File: src/hw/rtl/rn_pkg.sv
`timescale 1ns / 1ps

package rn_pkg;

  localparam int MAX_ITEMS  = 64;
  localparam int VALUE_BITS = 32;

  localparam int SAMPLE_W   = 32;
  localparam int RANK_W     = 6;
  localparam int CNT_BITS   = $clog2(MAX_ITEMS);
  localparam int IDX_BITS   = $clog2(MAX_ITEMS);
  localparam int COUNT_BITS = $clog2(MAX_ITEMS + 1);

  typedef logic signed [VALUE_BITS-1:0] value_t;

  // Per-cycle command broadcast to every cell.
  typedef struct packed {
    logic load;    // store the incoming sample in the first free cell
    logic start;   // copy own value into the circulating slot, clear count
    logic step;    // compare against passing value, then rotate the ring
    logic drain;   // take the count of the neighbouring cell k+1; counts shift toward cell 0
  } cell_ctrl_t;

  // Truncate or sign extend a sample to the stored width.
  function automatic value_t to_value(input logic signed [SAMPLE_W-1:0] s);
    return value_t'(s);
  endfunction

endpackage

File: src/hw/rtl/rn_cell.sv
`timescale 1ns / 1ps

module rn_cell import rn_pkg::*; (
  input  logic                clk,
  input  cell_ctrl_t          ctrl,
  input  logic                occupied,
  input  logic                load_here,
  input  value_t              sample_in,
  input  value_t              circ_in,
  input  logic                circ_valid_in,
  input  logic [CNT_BITS-1:0] count_in,
  output value_t              circ_out,
  output logic                circ_valid_out,
  output logic [CNT_BITS-1:0] count_out
);

  value_t              value;
  value_t              circ;
  logic                circ_valid;
  logic [CNT_BITS-1:0] count;

  always_ff @(posedge clk) begin
    if (ctrl.load && load_here) begin
      value <= sample_in;
    end
    if (ctrl.start) begin
      circ       <= value;
      circ_valid <= occupied;
      count      <= '0;
    end else if (ctrl.step) begin
      if (circ_valid && (circ < value)) begin
        count <= count + CNT_BITS'(1);
      end
      circ       <= circ_in;
      circ_valid <= circ_valid_in;
    end else if (ctrl.drain) begin
      count <= count_in;
    end
  end

  assign circ_out       = circ;
  assign circ_valid_out = circ_valid;
  assign count_out      = count;

endmodule

File: config.mk
export PLATFORM = sky130hd
export DESIGN_NAME = rn_cell
export DESIGN_NICKNAME = d
export VERILOG_FILES = /design/src/hw/rtl/rn_pkg.sv /design/src/hw/rtl/rn_cell.sv
export SDC_FILE = /design/constraint.sdc
export NUM_CORES = 1
export LEC_CHECK = 0
export BUFFER_PORTS_ARGS = -buffer_cell sky130_fd_sc_hd__buf_4
export CORE_ASPECT_RATIO = 1.1
export CORE_UTILIZATION = 30
export DETAILED_ROUTE_END_ITERATION = 10
export GPL_ROUTABILITY_DRIVEN = 0
export SETUP_SLACK_MARGIN = 0.5
export SYNTH_ARGS = -nofsm -noshare
export SYNTH_HDL_FRONTEND = slang
export SYNTH_SLANG_ARGS = --single-unit
File: constraint.sdc
create_clock -name clk -period 2.5 [get_ports clk]
set_input_delay 0.5 -clock clk [delete_from_list [all_inputs] [get_ports clk]]
set_output_delay 0.5 -clock clk [all_outputs]
set_load 0.005 [all_outputs]
==> qor.yml <==
drt:
  ant_nets: 0
  drt-initial-drc-count: 108
  via_per_inst: 4.48
  vias: 2462
  drc: 0
  wl_per_cell_microns: 14.6
  routed_wl_microns: 8030
  dr.pass1.iters: 4
critical_path:
  critPathBufInv: 2
  worstReg2RegEnd: "count_out[5]$_SDFFE_PP0P_"
  cpMostUsedCell: "buf_6"
  crit_type: "flop to flop"
  start_kind: "flop"
  max_stage_delay_ns: 0.43
  crit_family: "simple AND/OR/NAND/NOR gates"
  r2r_cells: 10
  r2r_slack_ns: 0.07
  cp.required_ns: 2.71
  crit_fanout: 5
  crit_arrival_ns: 2.64
  crit_chain: "ha_4 -> nand4_1 -> nor4_4 -> a21oi_2 -> mux2_4 -> a211oi_2 -> buf_6 -> buf_6 -> and4_1 -> o32ai_2"
  r2r_start: "circ_out[27]$_DFFE_PP_"
  slowest_stage: "edfxtp_1"
  critPathCaptureType: "flop"
power:
  power.net_switching_uw: 737
  pwr-share-comb_pct: 17.3
  cellPowerDensity_nw_per_um2: 621
  swShare_pct: 23.7
  power_frac_seq_pct: 47.1
  p_leak_uw: 0.00217
  p_int_uw: 2380
  power_frac_clock_pct: 35.6
  ir_worst_vdd_mv: 0.257
clock_tree:
  clock_latency_ns: 0.33
  clockRootBuffer: "clkbuf_16"
  cts_buffers: 9
  cts_hold_buf: 0
  cts_tree: "built"
  clock_sinks: 71
  cts.htree.levels: 3
  cts_buffer_depth: 2
  clk_pin_slew_ns: 0.06
die:
  rows: 41
  die_h_microns: 116
  die_area_sq_um: 12300
  start_util_pct: 30.9
  core_sq_um: 11500
  io_pins: 117
  die_w_microns: 106
synth:
  synth.avg_cell_area_sq_um: 13.5
  synthDominantAreaCellType: "edfxtp_1"
  synth-seq-cells: 71
  synthTopCellsByArea: "edfxtp_1 55%, ha_1 11%, mux2_2 11%"
  ys_warn_count: 0
  syn-num-nets: 373
  ys_seq_area_share_pct: 58.4
  synthFlopType: "edfxtp_1"
  async_flop_share_pct: 0
  synthCells: 263
  netlist.area_leader.share_pct: 55.0
  synth_edf_count: 65
  syn_area_sq_um: 3550
  yosysUniqueCellTypes: 40
global_routing:
  met3_usage_pct: 4.72
  grt_max_degree: 28
  top_usage_layer: "met2"
  grt_pass1_vias: 2594
  grt_pass1_wl_microns: 12600
  grt_usage_pct: 13.8
  grt_util_met1_pct: 16.2
  grt-ovfl-total: 0
  grt_use_met2_pct: 23.1
  antenna_found_initial: 0
timing:
  fin_skew_ns: 0.00413
  worst_pin_slew_ns: 0.499
  finalCritPeriodShare_pct: 97.3
  fmax_ghz: 0.411
  rsz0062_at_grt: "yes"
  relSlewSlack_pct: 66.8
  hold_viol_final: 0
  setup_viol: 0
  post-route-min-period_ns: 2.43
  slew_viol_final: 0
layout:
  final_area_sq_um: 5020
  num_antenna_cells: 0
  syn_to_final_growth_pct: 41.5
  drive_gt1_share_pct: 47.8
  final_nets: 506
  nFillCells: 1083
  fin_util_pct: 43.7
placed_design:
  port_buffers: 116
  hpwl_microns: 5900
  post_dp_cell_area_sq_um: 4630
hold_path:
  hold_class: "input pin to flop"
  holdPathEnd: "value[15]$_DFFE_PP_"
  hp-start: "sample_in[15]"
  hold_depth: 1
job:
  cap_violations: 0
run_status:
  status: "finished, final reports clean"
## cells in the final DEF (no fill, tap or decap), drive strengths merged, types with 2 or more instances in the layout
cell and count:
buf 128, edfxtp 65, mux2 35, inv 32
ha 32, nand2 20, a21oi 17, clkbuf 13
o21ai 7, nor2 6, dfxtp 6, nor2b 5
nand4 3, nand3b 3, a211oi 3, a31oi 3
and2 2, a21o 2, clkinv 2
## synth_stat cells, types with 3 or more instances
master / number
edfxtp_1: 65
mux2_2: 34
ha_1: 32
inv_1: 32
nand2_1: 20
a21oi_1: 17
o21ai_0: 7
dfxtp_1: 6
nor2_1: 6
nor2b_1: 4
buf_1: 3
nand3b_1: 3
nand4_1: 3
## worst max-delay path by stage
stage	start	end	slack, ns	cells after the start
global route	circ_out[26]$_DFFE_PP_	count_out[3]$_SDFFE_PP0P_	-0.03	13
finish	circ_out[27]$_DFFE_PP_	count_out[5]$_SDFFE_PP0P_	0.07	10
detailed placement	circ_out[27]$_DFFE_PP_	count_out[0]$_SDFFE_PP0P_	-0.03	9
CTS	circ_out[25]$_DFFE_PP_	count_out[5]$_SDFFE_PP0P_	0.05	10
global placement	circ_out[27]$_DFFE_PP_	count_out[0]$_SDFFE_PP0P_	0.01	9
floorplan	circ_out[27]$_DFFE_PP_	count_out[5]$_SDFFE_PP0P_	0.20	9
## repair_timing
item | in CTS | in global routing
setup endpoints to repair | 6 | 6
pin swaps | 11 | 3
gates resized for setup | 13 | 5
endpoints found under the hold margin | 0 | 0
setup buffers | 5 | 1
## power groups by stage
stage	clock [uW]	sequential, uW	combinational, uW
final	1110	1470	539
after global routing	1200	1480	605
after CTS	1150	1470	538
after detailed placement	0	1490	509
after global placement	0	1490	503
after floorplan	0	1480	242
## worst reg2reg max path, delay by kind of cell, from the launching register on
kind | cells | cell delay [ns]
muxes | 1 | 0.31
adders and majority gates | 1 | 0.30
buffers and inverters | 2 | 0.26
AOI/OAI and AO/OA | 3 | 0.33
and+or+nand+nor | 3 | 0.69
DFF | 1 | 0.43
## flip-flops by register name, indices dropped and copies added (netlist names)
name,count
count_out,6
circ_valid_out,1
value,32
circ_out,32
## layer usage
layer | routed length (microns) | up-vias | part of all wire [%]
met5 | 0 | - | 0
met2 | 3920 | 71 | 49
met1 | 3520 | 1145 | 44
li1 | - | 1239 | -
met3 | 510 | 7 | 6.4
met4 | 80 | 0 | 1.0
## cells by family (layout without fill, tap and decap cells)
| group | Yosys count | in the layout | synth area share (%) |
|---|---|---|---|
| flops | 71 | 71 | 58.4 |
| mux | 36 | 36 | 11.5 |
| compound gates | 39 | 39 | 7.48 |
| fa+ha+maj | 32 | 32 | 11.3 |
| simple gates | 47 | 47 | 7.06 |
| buf+inv | 38 | 175 | 4.23 |
## final cells by class
| class | instances | area (sq um) | area share (%) |
|---|---|---|---|
| timing repair buffer | 128 | 992 | 19.8 |
| clock buffer | 13 | 240 | 4.79 |
| tap | 150 | 188 | 3.74 |
| multi-input combinational | 154 | 1400 | 27.8 |
| clock inverter | 2 | 8.76 | 0.175 |
| sequential | 71 | 2070 | 41.3 |
| inverter | 32 | 120 | 2.39 |
## per-stage QoR
stage	TNS [ns]	worst slack (ns)	power (uW)	std cells	hold slack, ns
6_report	0	0.0669	3120	550	0.346
5_1_grt	-0.0637	-0.0270	3280	550	0.327
4_1_cts	0	0.0476	3160	549	0.331
3_5_place_dp	-0.0342	-0.0342	2000	529	0.540
3_3_place_gp	0	0.0129	1990	529	0.526
2_1_floorplan	0	0.199	1730	263	0.525
(Power assumes the default switching activity.)
